`src/hw/rtl/point_affine_transform_defines.svh`:
```
// ----------------------------------------------------------------------------
// point_affine_transform_defines
// Assertion macros used by the point transform top level.
// ----------------------------------------------------------------------------
`ifndef POINT_AFFINE_TRANSFORM_DEFINES_SVH
`define POINT_AFFINE_TRANSFORM_DEFINES_SVH

`ifndef ASSERT_OFF
// expr must hold at every clock edge out of reset
`define PAT_ASSERT_ALWAYS(lbl, clk, rst_n, expr) \
	lbl: assert property (@(posedge clk) disable iff (!rst_n) (expr)) \
		else $error("check failed");
// ante at one edge implies cons at the next edge
`define PAT_ASSERT_NEXT(lbl, clk, rst_n, ante, cons) \
	lbl: assert property (@(posedge clk) disable iff (!rst_n) (ante) |=> (cons)) \
		else $error("check failed");
`else
`define PAT_ASSERT_ALWAYS(lbl, clk, rst_n, expr)
`define PAT_ASSERT_NEXT(lbl, clk, rst_n, ante, cons)
`endif

`endif

```
`src/hw/rtl/pat_pkg.sv`:
```
`timescale 1ns / 1ps
`default_nettype none
// ----------------------------------------------------------------------------
// pat_pkg
// Types, constants and helpers of the point transform pipeline.
// ----------------------------------------------------------------------------
package pat_pkg;

	localparam int FRACTION_BITS = 16;
	localparam int CORDIC_STAGES = 16;
	localparam int ANG_BITS      = 30;

	localparam int ANG_SHIFT = ANG_BITS - FRACTION_BITS;
	localparam int MAG_W     = 32 + ANG_SHIFT;    // |angle| widened to Q30
	localparam int RED_STEPS = MAG_W - 33;        // quotient bits of mod 2*pi
	localparam int R_W       = MAG_W + 1;         // signed remainder
	localparam int ANG_W     = 34;                // CORDIC datapath width
	localparam int SHIFT_W   = $clog2(CORDIC_STAGES);
	localparam int PROD_W    = 65;                // 32 x 33 signed product
	localparam int WIDE_W    = 68;

	localparam longint TWO_PI_Q30 = 64'sd6746518852;

	localparam logic signed [R_W-1:0] PI_R      = R_W'(64'sd3373259426);
	localparam logic signed [R_W-1:0] TWO_PI_R  = R_W'(64'sd6746518852);
	localparam logic signed [R_W-1:0] HALF_PI_R = R_W'(64'sd1686629713);
	localparam logic signed [ANG_W-1:0] HALF_PI_A = ANG_W'(64'sd1686629713);
	localparam logic signed [ANG_W-1:0] GAIN_A    = ANG_W'(64'sd652032874);

	// atan(2^-i) in Q30
	localparam logic signed [ANG_W-1:0] ATAN_TAB [CORDIC_STAGES] = '{
		34'sd843314857, 34'sd497837829, 34'sd263043837, 34'sd133525159,
		34'sd67021687,  34'sd33543516,  34'sd16775851,  34'sd8388437,
		34'sd4194283,   34'sd2097149,   34'sd1048576,   34'sd524288,
		34'sd262144,    34'sd131072,    34'sd65536,     34'sd32768
	};

	typedef enum logic [3:0] {
		ACT_TRANSLATE = 4'd0,
		ACT_ROTX      = 4'd1,
		ACT_ROTY      = 4'd2,
		ACT_ROTZ      = 4'd3,
		ACT_SCALE     = 4'd4,
		ACT_REFLXY    = 4'd5,
		ACT_REFLYZ    = 4'd6,
		ACT_REFLZX    = 4'd7,
		ACT_SHEARZ    = 4'd8
	} action_t;

	typedef logic signed [WIDE_W-1:0] wide_t;
	typedef logic signed [PROD_W-1:0] prod_t;

	typedef struct packed {
		action_t            action;
		logic signed [31:0] x;
		logic signed [31:0] y;
		logic signed [31:0] z;
		logic signed [31:0] pa;
		logic signed [31:0] pb;
		logic signed [31:0] pc;
	} item_t;

	typedef struct packed {
		item_t            it;
		logic             sign;
		logic [MAG_W-1:0] mag;
	} red_t;

	typedef struct packed {
		item_t                   it;
		logic                    neg;
		logic signed [ANG_W-1:0] ang;
		logic signed [ANG_W-1:0] cx;
		logic signed [ANG_W-1:0] cy;
	} cor_t;

	typedef struct packed {
		logic signed [31:0] v;
		logic               ov;
	} sat_t;

	// 2*pi scaled for reduction step j (largest first)
	function automatic logic [MAG_W-1:0] red_modulus(input int j);
		red_modulus = MAG_W'(TWO_PI_Q30) << (RED_STEPS - 1 - j);
	endfunction

	function automatic sat_t sat32(input wide_t v);
		sat_t r;
		r.ov = !((&v[WIDE_W-1:31]) || !(|v[WIDE_W-1:31]));
		if (r.ov)
			r.v = v[WIDE_W-1] ? 32'sh80000000 : 32'sh7fffffff;
		else
			r.v = v[31:0];
		return r;
	endfunction

endpackage
`default_nettype wire

```
`src/hw/rtl/pat_reduce_cell.sv`:
```
`timescale 1ns / 1ps
`default_nettype none
// ----------------------------------------------------------------------------
// pat_reduce_cell
// One restoring step of the angle reduction modulo 2*pi.
// ----------------------------------------------------------------------------
module pat_reduce_cell import pat_pkg::*; (
	input  logic             clk,
	input  logic             arst_n,
	input  logic [MAG_W-1:0] modulus,
	input  logic             up_valid,
	output logic             up_stall,
	input  red_t             up_data,
	output logic             dn_valid,
	input  logic             dn_stall,
	output red_t             dn_data
);

	logic valid_q;
	red_t data_q;
	red_t nxt;
	logic adv;

	assign adv      = !valid_q || !dn_stall;
	assign up_stall = !adv;
	assign dn_valid = valid_q;
	assign dn_data  = data_q;

	always_comb begin
		nxt = up_data;
		if (up_data.mag >= modulus)
			nxt.mag = up_data.mag - modulus;
	end

	always_ff @(posedge clk or negedge arst_n) begin
		if (!arst_n)
			valid_q <= 1'b0;
		else if (adv)
			valid_q <= up_valid;
	end

	always_ff @(posedge clk) begin
		if (adv)
			data_q <= nxt;
	end

endmodule
`default_nettype wire

```
`config.mk`:
```
export PLATFORM = sky130hd
export DESIGN_NAME = pat_reduce_cell
export DESIGN_NICKNAME = d
export VERILOG_FILES = /design/src/hw/rtl/point_affine_transform_defines.svh /design/src/hw/rtl/pat_pkg.sv /design/src/hw/rtl/pat_reduce_cell.sv
export SDC_FILE = /design/constraint.sdc
export NUM_CORES = 1
export LEC_CHECK = 0
export BUFFER_PORTS_ARGS = -buffer_cell sky130_fd_sc_hd__buf_2
export CORE_AREA = 2 2 209 211
export DETAILED_ROUTE_END_ITERATION = 12
export DIE_AREA = 0 0 211 213
export PLACE_DENSITY = 0.51
export RECOVER_POWER = 100
export SYNTH_ARGS = -nofsm -noshare
export SYNTH_HDL_FRONTEND = slang
export SYNTH_SLANG_ARGS = --single-unit
export TNS_END_PERCENT = 20
```
`constraint.sdc`:
```
create_clock -name clk -period 19.3 [get_ports clk]
set_input_delay 0.965 -clock clk [delete_from_list [all_inputs] [get_ports clk]]
set_output_delay 0.965 -clock clk [all_outputs]
set_load 0.05 [all_outputs]
```
# Word-level counts from Yosys, hierarchy flattened
# Cells that the tools add are included.
# word_totals
regBits,244
inputBits,293
output_inout_bits,245
word_cells,17
# classes
n_addsub,1
magnitude_cmp,1
mux,1
n_reduce_logical,4
# op_table
op,n
>= comparator 46 bit,1
two-way mux 46 bit,1
subtractor 46 bit,1
logical NOT 1 bit,3
logical OR 1 bit,1

# Longest topological paths before layout
# logic_depth
ltp_word,3
depth_mapped,14
ltp_nobuf,12

# Least setup slack after synthesis
# Ideal clock, no wire load.
# synth_timing
path_kind,input port to output port
from,in dn_stall
to,out up_stall
arrival_time_ps,7944
required_ps,18335
setup_slack_ps,10391
stages,2
n_path_buf,0
path_cell_list,nand2_1 > inv_1
# synth_between
elab_chain_cells,3
# synth_rtl
item,line_no,rtl
from (decl),pat_reduce_cell.sv:15,"input logic dn_stall,"
logical NOT 1 bit,pat_reduce_cell.sv:24,assign adv = !valid_q || !dn_stall;
logical OR 1 bit,pat_reduce_cell.sv:24,
logical NOT 1 bit,pat_reduce_cell.sv:25,assign up_stall = !adv;
to (decl),pat_reduce_cell.sv:12,"output logic up_stall,"
# No other way between the ends.

# Worst setup path in the final report
# layout_timing
from,in dn_stall
to,"reg data_q, in the netlist dn_data[161] (enable)"
# layout_between
elab_chain_cells,2
# layout_rtl
item,line_no,rtl
logical NOT 1 bit,pat_reduce_cell.sv:24,
logical OR 1 bit,pat_reduce_cell.sv:24,
to (signal assigned),pat_reduce_cell.sv:44,data_q <= nxt;
to (decl),pat_reduce_cell.sv:20,red_t data_q;
# No other way between the ends.
# A chain may end at the register's enable or synchronous reset.

==> impl.org <==
** Power and ir drop
- For this design the static power due to leakage is 5.99 nW.
- Across the VDD grid, the largest voltage drop is 0.0615 mV.
- Dividing total power by cell area gives a power density of 107 nW/µm².

** Finish
- Fraction of layout cells with a size suffix above 1 :: 26.6%
- In the final design database the tool counted 1635 nets.
- Final std cell area, no fill :: 14800 µm²
- Once layout is complete, the utilization of the core stands at 34.6%.
- After filler insertion, the fill cell instance count of the layout stands at 4386.
- The area growth from synthesis to layout is 34.8%.
- Excluding fillers, the count of instances in the completed layout stands at 1868.

** Synthesis
- Yosys Warn Count :: 0
- Of the synthesized area, sequential elements account for 66.9%.
- Post-synth EDFFs :: 243
- Post-synth ARST share :: 0.410%
- Counting flops and latches in the post-synthesis netlist gives 244.
- By instance count, the leading cell after synthesis is edfxtp_1.
- Of all cell types, the one taking the most synthesized area is edfxtp_1.
- Synthesized netlist cell count :: 747
- Average cell area after synthesis :: 14.7 µm²
- Synth area leaders :: edfxtp_1 67%, ha_1 5.3%, mux2_1 4.0%
- Total nets after synthesis :: 1087
- In the synthesized netlist, the cells that appear most often are 243 x edfxtp_1, 55 x inv_1, 46 x ha_1.
- The synthesized netlist occupies a cell area of 10900 µm².
- Number of distinct library cells after synthesis :: 70
- Top-area cell type share of the netlist area :: 66.6%
- Main synth FF type :: edfxtp_1

** Floorplanning
- The die covers 44900 µm².
- Num rows :: 76
- The region available for standard cell placement spans 42700 µm².
- 538 I/O pins were placed.
- In this run the vertical extent of the chip is 213 µm.
- The die is 211 µm wide.
- Once the floorplan was initialized, standard cells occupied 25.6% of the core.

** CTS
- Post-CTS timing repair inserted 0 buffers for setup.
- Cts bufs inserted :: 29
- Max Root-Sink Buffers :: 3
- Clk sink count :: 244
- CTS built an H-tree with a depth of 1.
- TritonCTS built the clock tree.
- The cell sitting at the root of the clock tree is a clkbuf_16.
- Clock insertion delay at the later pin of the skew report :: 0.57 ns
- Post-CTS Hold Buffers :: 0
- Gates resized during post-CTS repair numbered 0.
- After clock tree synthesis, the clock-pin slew on the worst setup and hold paths is 0.06 ns.

** Worst setup path
- Data on the critical path is required at its endpoint by 19.42 ns.
- Arr. time, crit path :: 10.48 ns
- The most numerous cell type found on the critical path is clkbuf_1.
- STA classifies the critical path startpoint as an input port.
- Category of the critical setup timing path :: in2reg
- Worst-path cell with the longest stage delay :: clkbuf_1
- The critical path goes through buf_2 > nand2_1 > clkbuf_1 > clkbuf_1 > clkbuf_1.
- CP peak stage delay :: 2.93 ns
- STA classifies the critical path endpoint as a flip-flop.
- Along the worst path, the maximum fanout reaches 68.

** Outcome
- The checks that failed: capacitance limit, slew limit.
- Status :: complete, but fails checks

** Timing
- Clock period minus worst slack :: 10.36 ns
- Setup repair after global routing left no endpoint under its margin.
- Sum of negative setup slack :: 0 ns
- At the pin with the least slew margin, the transition time is 4.00 ns.
- Slew margin rel. :: -167%
- Max Transition Viols Final :: 287
- Final critical-path share of the clock period :: 53.7%
- Setup violations remaining at the end of the flow were counted as 0.
- Based on the critical path, the design can be clocked at up to 96.6 MHz.
- The number of hold-slack violations in the final timing report was 0.
- On the final layout, the worst clock skew is 0.0171 ns.
- After layout, the worst setup slack is 8.94 ns.

** Routing
- The detailed router finished its first iteration with 532 violations.
- Detailed-route wire length :: 39.5 mm
- Once detail routing completed, the nets flagged for antenna violations numbered 0.
- Via count :: 8344
- Before antenna repair, the detailed router went through 5 iterations.
- Number of remaining DRC errors :: 0
- Detail-routed via count per cell :: 4.47
- Wire length per cell after detailed routing :: 21.1 µm

** Job
- The tool flagged a number of max-cap violations equal to 5.

** Place
- Final Wtd Congestion :: 0.805
- At the placement stage, the worst setup path has a slack of 14.71 ns.
- Post-placement cell count :: 1810
- Instance area at placement :: 14200 µm²
- Half-perimeter wire length after placement :: 32.2 mm
- Input and output buffers added on the ports amount to 537.

** Min path
- Worst hold-check path type :: in2async

** GRT
- The number of antenna violations at the first check in global routing was 32.
- In the global route stage, overall resource usage came out at 16.5%.
- Entering global routing, the biggest net connects 69 pins.
- The number of global-route vias before repair is 8417.
- Overall overflow remaining after global route :: 0
- The first global-routing pass estimated 53.9 mm of wire.
per-layer routing:
layer	vias to the layer above	GRT usage (%)	part of all wire, %
li1	3929	-	-
met1	3929	17.6	36
met2	385	30.6	53
met3	95	4.96	8.2
met4	6	5.68	3.0
met5	-	0	0.096
critical path: cells and delay by family:
family	cells	cell delay [ns]
simple gates	1	1.93
buf+inv	4	7.43
flip-flops by register name (all words and copies together) (netlist names):
name / count
dn_valid: 1
dn_data: 243
cell families after synthesis:
group / Yosys count / synth area share [%]
AO/OA/AOI/OAI: 155 / 9.68
XOR/XNOR: 41 / 3.28
adder cells (fa/ha/maj): 47 / 5.44
buffers and inverters: 79 / 3.71
flip-flops: 244 / 66.9
multiplexers: 46 / 4.71
AND/OR/NAND/NOR: 135 / 6.31
metrics by stage:
step | hold WS, ns | total power [W]
floorplan | 0.669 | 0.000948
global placement | 0.753 | 0.00105
detailed placement | 0.750 | 0.00105
CTS | 0.115 | 0.00161
global route | 0.119 | 0.00165
finish | 0.162 | 0.00158
worst paths after layout:
kind                                          end                  from  depth (start not counted)  slack [ns]
max                        dn_data[161]$_DFFE_PN_              dn_stall                          5        8.94
min                          dn_valid$_DFFE_PN0N_                arst_n                          1        0.16
max reg2reg                dn_data[161]$_DFFE_PN_  dn_valid$_DFFE_PN0N_                          4        9.06
min reg2reg                  dn_valid$_DFFE_PN0N_  dn_valid$_DFFE_PN0N_                          2        2.35
max in group asynchronous    dn_valid$_DFFE_PN0N_                arst_n                          1       19.02
min in group clk           dn_data[184]$_DFFE_PN_          up_data[184]                          1        0.56
area by class of cell:
cell class	instances	area [µm²]	area share, %
diodes	6	15.0	0.102
clock buffers	36	752	5.10
clock inverters	16	195	1.32
inverters	55	206	1.40
multi-input cells	424	3190	21.6
flip-flops and latches	244	7320	49.6
well taps	546	683	4.63
repair buffers	541	2390	16.2
power breakdown:
part / switching (W) / internal, W / total [W]
registers: 0.0000131 / 0.000643 / 0.000656
clock network: 0.000222 / 0.000329 / 0.000551
logic: 0.000279 / 0.0000916 / 0.000371
total: 0.000514 / 0.00106 / 0.00158
cell usage in the layout (no fill, tap or decap), types with 20 or more instances in the layout:
cell type / netlist / layout
nand2_1: 36 / 36
inv_1: 55 / 55
ha_1: 46 / 46
xnor2_1: 27 / 27
clkbuf_1: 9 / 259
a21o_1: 20 / 20
a21oi_1: 45 / 45
mux2_1: 39 / 39
o21ai_0: 27 / 30
clkbuf_16: 0 / 29
edfxtp_1: 243 / 243
nor2_1: 24 / 24
buf_2: 2 / 289
Power figures use the tool's default switching activity.
