<file path="src/hw/rtl/point_affine_transform_defines.svh">
// ----------------------------------------------------------------------------
// point_affine_transform_defines
// Assertion macros used by the point transform top level.
// ----------------------------------------------------------------------------
`ifndef POINT_AFFINE_TRANSFORM_DEFINES_SVH
`define POINT_AFFINE_TRANSFORM_DEFINES_SVH

`ifndef ASSERT_OFF
// expr must hold at every clock edge out of reset
`define PAT_ASSERT_ALWAYS(lbl, clk, rst_n, expr) \
	lbl: assert property (@(posedge clk) disable iff (!rst_n) (expr)) \
		else $error("check failed");
// ante at one edge implies cons at the next edge
`define PAT_ASSERT_NEXT(lbl, clk, rst_n, ante, cons) \
	lbl: assert property (@(posedge clk) disable iff (!rst_n) (ante) |=> (cons)) \
		else $error("check failed");
`else
`define PAT_ASSERT_ALWAYS(lbl, clk, rst_n, expr)
`define PAT_ASSERT_NEXT(lbl, clk, rst_n, ante, cons)
`endif

`endif

</file>
<file path="src/hw/rtl/pat_pkg.sv">
`timescale 1ns / 1ps
`default_nettype none
// ----------------------------------------------------------------------------
// pat_pkg
// Types, constants and helpers of the point transform pipeline.
// ----------------------------------------------------------------------------
package pat_pkg;

	localparam int FRACTION_BITS = 16;
	localparam int CORDIC_STAGES = 16;
	localparam int ANG_BITS      = 30;

	localparam int ANG_SHIFT = ANG_BITS - FRACTION_BITS;
	localparam int MAG_W     = 32 + ANG_SHIFT;    // |angle| widened to Q30
	localparam int RED_STEPS = MAG_W - 33;        // quotient bits of mod 2*pi
	localparam int R_W       = MAG_W + 1;         // signed remainder
	localparam int ANG_W     = 34;                // CORDIC datapath width
	localparam int SHIFT_W   = $clog2(CORDIC_STAGES);
	localparam int PROD_W    = 65;                // 32 x 33 signed product
	localparam int WIDE_W    = 68;

	localparam longint TWO_PI_Q30 = 64'sd6746518852;

	localparam logic signed [R_W-1:0] PI_R      = R_W'(64'sd3373259426);
	localparam logic signed [R_W-1:0] TWO_PI_R  = R_W'(64'sd6746518852);
	localparam logic signed [R_W-1:0] HALF_PI_R = R_W'(64'sd1686629713);
	localparam logic signed [ANG_W-1:0] HALF_PI_A = ANG_W'(64'sd1686629713);
	localparam logic signed [ANG_W-1:0] GAIN_A    = ANG_W'(64'sd652032874);

	// atan(2^-i) in Q30
	localparam logic signed [ANG_W-1:0] ATAN_TAB [CORDIC_STAGES] = '{
		34'sd843314857, 34'sd497837829, 34'sd263043837, 34'sd133525159,
		34'sd67021687,  34'sd33543516,  34'sd16775851,  34'sd8388437,
		34'sd4194283,   34'sd2097149,   34'sd1048576,   34'sd524288,
		34'sd262144,    34'sd131072,    34'sd65536,     34'sd32768
	};

	typedef enum logic [3:0] {
		ACT_TRANSLATE = 4'd0,
		ACT_ROTX      = 4'd1,
		ACT_ROTY      = 4'd2,
		ACT_ROTZ      = 4'd3,
		ACT_SCALE     = 4'd4,
		ACT_REFLXY    = 4'd5,
		ACT_REFLYZ    = 4'd6,
		ACT_REFLZX    = 4'd7,
		ACT_SHEARZ    = 4'd8
	} action_t;

	typedef logic signed [WIDE_W-1:0] wide_t;
	typedef logic signed [PROD_W-1:0] prod_t;

	typedef struct packed {
		action_t            action;
		logic signed [31:0] x;
		logic signed [31:0] y;
		logic signed [31:0] z;
		logic signed [31:0] pa;
		logic signed [31:0] pb;
		logic signed [31:0] pc;
	} item_t;

	typedef struct packed {
		item_t            it;
		logic             sign;
		logic [MAG_W-1:0] mag;
	} red_t;

	typedef struct packed {
		item_t                   it;
		logic                    neg;
		logic signed [ANG_W-1:0] ang;
		logic signed [ANG_W-1:0] cx;
		logic signed [ANG_W-1:0] cy;
	} cor_t;

	typedef struct packed {
		logic signed [31:0] v;
		logic               ov;
	} sat_t;

	// 2*pi scaled for reduction step j (largest first)
	function automatic logic [MAG_W-1:0] red_modulus(input int j);
		red_modulus = MAG_W'(TWO_PI_Q30) << (RED_STEPS - 1 - j);
	endfunction

	function automatic sat_t sat32(input wide_t v);
		sat_t r;
		r.ov = !((&v[WIDE_W-1:31]) || !(|v[WIDE_W-1:31]));
		if (r.ov)
			r.v = v[WIDE_W-1] ? 32'sh80000000 : 32'sh7fffffff;
		else
			r.v = v[31:0];
		return r;
	endfunction

endpackage
`default_nettype wire

</file>
<file path="src/hw/rtl/pat_cordic_cell.sv">
`timescale 1ns / 1ps
`default_nettype none
// ----------------------------------------------------------------------------
// pat_cordic_cell
// One rotation-mode CORDIC micro-rotation.
// ----------------------------------------------------------------------------
module pat_cordic_cell import pat_pkg::*; (
	input  logic                    clk,
	input  logic                    arst_n,
	input  logic [SHIFT_W-1:0]      shift,
	input  logic signed [ANG_W-1:0] atan,
	input  logic                    up_valid,
	output logic                    up_stall,
	input  cor_t                    up_data,
	output logic                    dn_valid,
	input  logic                    dn_stall,
	output cor_t                    dn_data
);

	logic valid_q;
	cor_t data_q;
	cor_t nxt;
	logic adv;
	logic signed [ANG_W-1:0] xs;
	logic signed [ANG_W-1:0] ys;

	assign adv      = !valid_q || !dn_stall;
	assign up_stall = !adv;
	assign dn_valid = valid_q;
	assign dn_data  = data_q;

	always_comb begin
		xs  = up_data.cx >>> shift;
		ys  = up_data.cy >>> shift;
		nxt = up_data;
		if (up_data.ang >= 0) begin
			nxt.cx  = up_data.cx - ys;
			nxt.cy  = up_data.cy + xs;
			nxt.ang = up_data.ang - atan;
		end else begin
			nxt.cx  = up_data.cx + ys;
			nxt.cy  = up_data.cy - xs;
			nxt.ang = up_data.ang + atan;
		end
	end

	always_ff @(posedge clk or negedge arst_n) begin
		if (!arst_n)
			valid_q <= 1'b0;
		else if (adv)
			valid_q <= up_valid;
	end

	always_ff @(posedge clk) begin
		if (adv)
			data_q <= nxt;
	end

endmodule
`default_nettype wire

</file>
<file path="config.mk">
export PLATFORM = sky130hd
export DESIGN_NAME = pat_cordic_cell
export DESIGN_NICKNAME = d
export VERILOG_FILES = /design/src/hw/rtl/point_affine_transform_defines.svh /design/src/hw/rtl/pat_pkg.sv /design/src/hw/rtl/pat_cordic_cell.sv
export SDC_FILE = /design/constraint.sdc
export NUM_CORES = 1
export LEC_CHECK = 0
export BUFFER_PORTS_ARGS = -buffer_cell sky130_fd_sc_hd__clkbuf_2
export CORE_MARGIN = 2
export CORE_UTILIZATION = 30
export DETAILED_ROUTE_END_ITERATION = 12
export PLACE_DENSITY = 0.5
export SYNTH_ARGS = -nofsm -noshare
export SYNTH_HDL_FRONTEND = slang
export SYNTH_SLANG_ARGS = --single-unit
</file>
<file path="constraint.sdc">
create_clock -name clk -period 20.4 [get_ports clk]
set_input_delay 4.08 -clock clk [delete_from_list [all_inputs] [get_ports clk]]
set_output_delay 4.08 -clock clk [all_outputs]
set_load 0.005 [all_outputs]
</file>
# Word-level counts from Yosys, hierarchy flattened

Cells that the tools add are included.

Mux-type cells: 1
Magnitude comparators: 1
Shift-type cells: 2
Reduce and logical (&&, ||, !) cells: 4
$add $sub $neg: 6

Operators with widths:

| kind                | count |
|---|---|
| $add 34x34->34      | 3 |
| $mux 102            | 1 |
| $sub 34x34->34      | 3 |
| $sshr 34x4->34      | 2 |
| $ge 34x1->1 const B | 1 |
| $logic_not 1->1     | 3 |
| $logic_or 1x1->1    | 1 |

Input bits: 341
Bits in registers: 300

# Depth between registers and ports, before layout

Depth in word-level cells: 3
Mapped depth: 29
Gate-level depth less buffers: 22

# Worst setup path before layout

Ideal clock, no wire load.

Path type: input port to output port
From: in dn_stall
To: out up_stall
Data required time: 16.320 ns
Data arrival time: 10.752 ns
Stages: 2
Path slack: 5.568 ns
Buffers on the path: 0
Cells stage by stage: nand2_1 -> inv_1

Longest elaborated chain between the ends: 3

Ends and longest elaborated chain:

| item             | RTL line              | RTL |
|---|---|---|
| from (decl)      | pat_cordic_cell.sv:16 | `input logic dn_stall,` |
| $logic_not 1->1  | pat_cordic_cell.sv:27 | `assign adv = !valid_q \|\| !dn_stall;` |
| $logic_or 1x1->1 | pat_cordic_cell.sv:27 |  |
| $logic_not 1->1  | pat_cordic_cell.sv:28 | `assign up_stall = !adv;` |
| to (decl)        | pat_cordic_cell.sv:13 | `output logic up_stall,` |

No other way between the ends.

==> metrics.txt <==
Seq cells post-synth 300; Synth Net Count 2210; synthesized instance count 1764; Slew @ Worst Pin 1059 ps; Worst Setup Start Kind primary input; CP Data Arrival Time 10270 ps; part of the cycle the worst path needs 48.89%; CTS Buf Count 37; RSZ-0062 raised after global routing false; status finished, final reports clean; Hold Path Cell Cnt 1; Final setup viols 0; vias in the first global route 16640; postcts setup bufs 0; synth unique cells 82; skew final 17.55 ps; Max-Cap Viols 0; FP Rows 94; Final Max Slew Viols 0; first-pass iteration count of the detailed router 5; antenna viol nets, final 0; clk slew on worst S/H paths 60 ps; routability cong. 0.9206; clock sinks 300; worst r2r src dn_valid; dpl hpwl 66200 µm; H-tree depth 2; FFs w/ async S/R, synth 0.3333%; Net count, final 2836; Worst slew margin 28.77%; Syn Area/Cell 11.30 µm²; minimum clock period 9974 ps; Fin Setup TNS 0 ps; first-pass GRT wire length 112900 µm; Setup WS post-layout 10430 ps; final WL 80470 µm; Main synth FF type edfxtp_1; HP Class reg -> reg; CP Max Fanout 48; Die W 261.7 µm; WL/cell 24.44 µm; Yosys warnings 0; Post-Syn Area 0.01993 mm²; Critical Path End Type register; Static Leakage 10.80 nW; Reg2Reg Capture Point dn_data[61]; IO Pins 642; Starting DRT DRC Count 1265; highest clock rate 100.3 MHz; gr usage total 22.58%; Port Buffer Count 641; Max VDD drop 0.04918 mV; # hold bufs at CTS 0; detailed-route via count 17010; Via-to-Cell Ratio 5.167; Final Hold Fails 0; Seq/Total Area, Yosys 45.18%; hold worst-path end dn_data[256]; Critical Path RT 20700 ps; initial antenna violation count 20; beginning of the worst hold path dn_valid; area grow syn2layout 26.66%; GRT overflow 0; Clock Latency Late Sink 560 ps; CTS tree yes; share of layout cells above drive strength 1 33.98%; R2R setup slack 17500 ps; CTS root buffer clkbuf_16; CTS resizes 0; core area 0.06575 mm²; kind of critical path in -> reg; DP Worst Slack 9910 ps; Reg2Reg Depth 3; Max Buffers Root-to-Sink 3; Post-synth EDFFs 299; initial core utilization 30.31%; die area 0.06850 mm²; PwrDens 87.41 mW/mm²; DR DRC count 0; Die Ht 261.7 µm; largest net degree at the start of global routing 157
[worst max path at each step]
stage,from,end
after floorplan,dn_stall,up_stall
after global placement,shift[3],dn_data[33]
after detailed placement,shift[3],dn_data[33]
after CTS,shift[1],dn_data[65]
after global routing,shift[3],dn_data[33]
final,shift[3],dn_data[33]
[flip-flops by register name, indices dropped and copies added (netlist names)]
name      flops
dn_data     299
dn_valid      1
[logic make-up after synthesis]
logic type,synth area share (%)
flip-flops,45.18
adder cells (fa/ha/maj),6.706
AND/OR/NAND/NOR,10.77
XOR/XNOR,7.823
buffers and inverters,2.719
AO/OA/AOI/OAI,14.26
multiplexers,12.54
[power breakdown]
group	switching (mW)	internal [mW]
clock network	0.278	0.396
logic	0.399	0.294
registers	0.0320	0.808
total	0.709	1.50
[routing by layer]
| metal | wire length [µm] | up-vias | track usage (%) | share of wire [%] |
|---|---|---|---|---|
| met5 | 36 | - | 0 | 0.045 |
| met4 | 2988 | 6 | 8.949 | 3.7 |
| met3 | 4946 | 125 | 4.282 | 6.1 |
| met2 | 41130 | 587 | 40.38 | 51 |
| met1 | 31370 | 8302 | 26.60 | 39 |
| li1 | - | 7990 | - | - |
[final cells by class]
| cell class | instances | area, µm² |
|---|---|---|
| sequential | 300 | 9004 |
| multi-input combinational | 1349 | 10390 |
| antenna | 9 | 22.52 |
| clock inverter | 26 | 275.3 |
| timing repair buffer | 654 | 3323 |
| fill | 6561 | 40510 |
| clock buffer | 42 | 964.7 |
| inverter | 48 | 180.2 |
| tap | 864 | 1081 |
[cells in the mapped netlist (5+ instances only)]
| master | count | area share (%) |
|---|---|---|
| nor3_1 | 29 | 0.73 |
| xnor2_1 | 101 | 4.4 |
| mux2i_1 | 68 | 3.4 |
| xor2_1 | 77 | 3.4 |
| clkbuf_1 | 24 | 0.45 |
| a21o_1 | 41 | 1.5 |
| nand4_1 | 17 | 0.53 |
| a2111oi_0 | 6 | 0.26 |
| mux4_1 | 7 | 0.92 |
| and3_1 | 7 | 0.22 |
| o21ai_1 | 12 | 0.30 |
| edfxtp_1 | 299 | 45 |
| nand3_1 | 30 | 0.75 |
| or2_2 | 8 | 0.25 |
| or3_1 | 5 | 0.16 |
| a211o_1 | 6 | 0.26 |
| a21boi_0 | 5 | 0.19 |
| o21bai_1 | 10 | 0.38 |
| inv_1 | 45 | 0.85 |
| o21ai_0 | 105 | 2.6 |
| mux4_2 | 60 | 6.8 |
| buf_1 | 10 | 0.19 |
| a211oi_1 | 21 | 0.79 |
| a31oi_1 | 14 | 0.44 |
| buf_4 | 5 | 0.19 |
| or4_1 | 5 | 0.19 |
| mux2_2 | 23 | 1.3 |
| a221oi_1 | 5 | 0.22 |
| nor2_1 | 114 | 2.1 |
| o31ai_1 | 19 | 0.72 |
| and2_1 | 14 | 0.44 |
| o211ai_1 | 8 | 0.30 |
| a21oi_1 | 129 | 3.2 |
| nand2b_1 | 24 | 0.75 |
| o41ai_1 | 6 | 0.26 |
| buf_2 | 19 | 0.48 |
| nor2b_1 | 14 | 0.44 |
| o21a_1 | 18 | 0.68 |
| buf_6 | 9 | 0.51 |
| nand2_1 | 171 | 3.2 |
| ha_1 | 102 | 6.4 |
[critical path: stages]
cell	delay, ps
buf_2	590
buf_4	650
inv_1	590
mux2i_1	240
o21a_1	230
ha_1	270
nand2_1	60
o21ai_0	150
ha_1	370
a211o_1	330
a2111oi_0	750
o32a_1	320
o21ai_1	150
a221oi_1	570
o31ai_1	230
a211o_1	340
a31oi_1	210
xnor2_1	90
[cell usage in the layout (no fill, tap or decap), types with 6 or more instances in the layout]
master     instances
a211oi_1          21
xnor2_1          101
mux2_2            23
nor2_1           114
clkbuf_16         37
or2_2              8
o21a_1            18
ha_1             102
o41ai_1            6
o21ai_0          105
o21ai_1           12
nand3_1           30
mux4_1             7
clkbuf_2         638
a2111oi_0          6
o31ai_1           19
a211o_1            6
mux2i_1           68
a31oi_1           14
nor3_1            29
a21o_1            41
and2_1            14
edfxtp_1         299
nor2b_1           14
nand4_1           17
mux4_2            60
clkinv_1           6
nand2_1          170
o21bai_1          10
and3_1             7
a21oi_1          129
inv_1             45
buf_4             14
o211ai_1           8
diode_2            9
nand2b_1          24
xor2_1            77
[through the flow]
step | std cells | util, % | hold slack, ps | total power, mW | cell area (µm²)
2_1_floorplan | 1764 | - | 3784 | 1.271 | 19930
3_3_place_gp | 3215 | 36.47 | 1062 | 1.549 | 23980
3_5_place_dp | 3215 | 36.47 | 1072 | 1.552 | 23980
4_1_cts | 3283 | 38.36 | 1100 | 2.242 | 25220
5_1_grt | 3292 | 38.39 | 1144 | 2.338 | 25240
6_report | 3292 | 38.39 | 1087 | 2.206 | 25240
No activity file was read; power rests on OpenSTA's default activity.
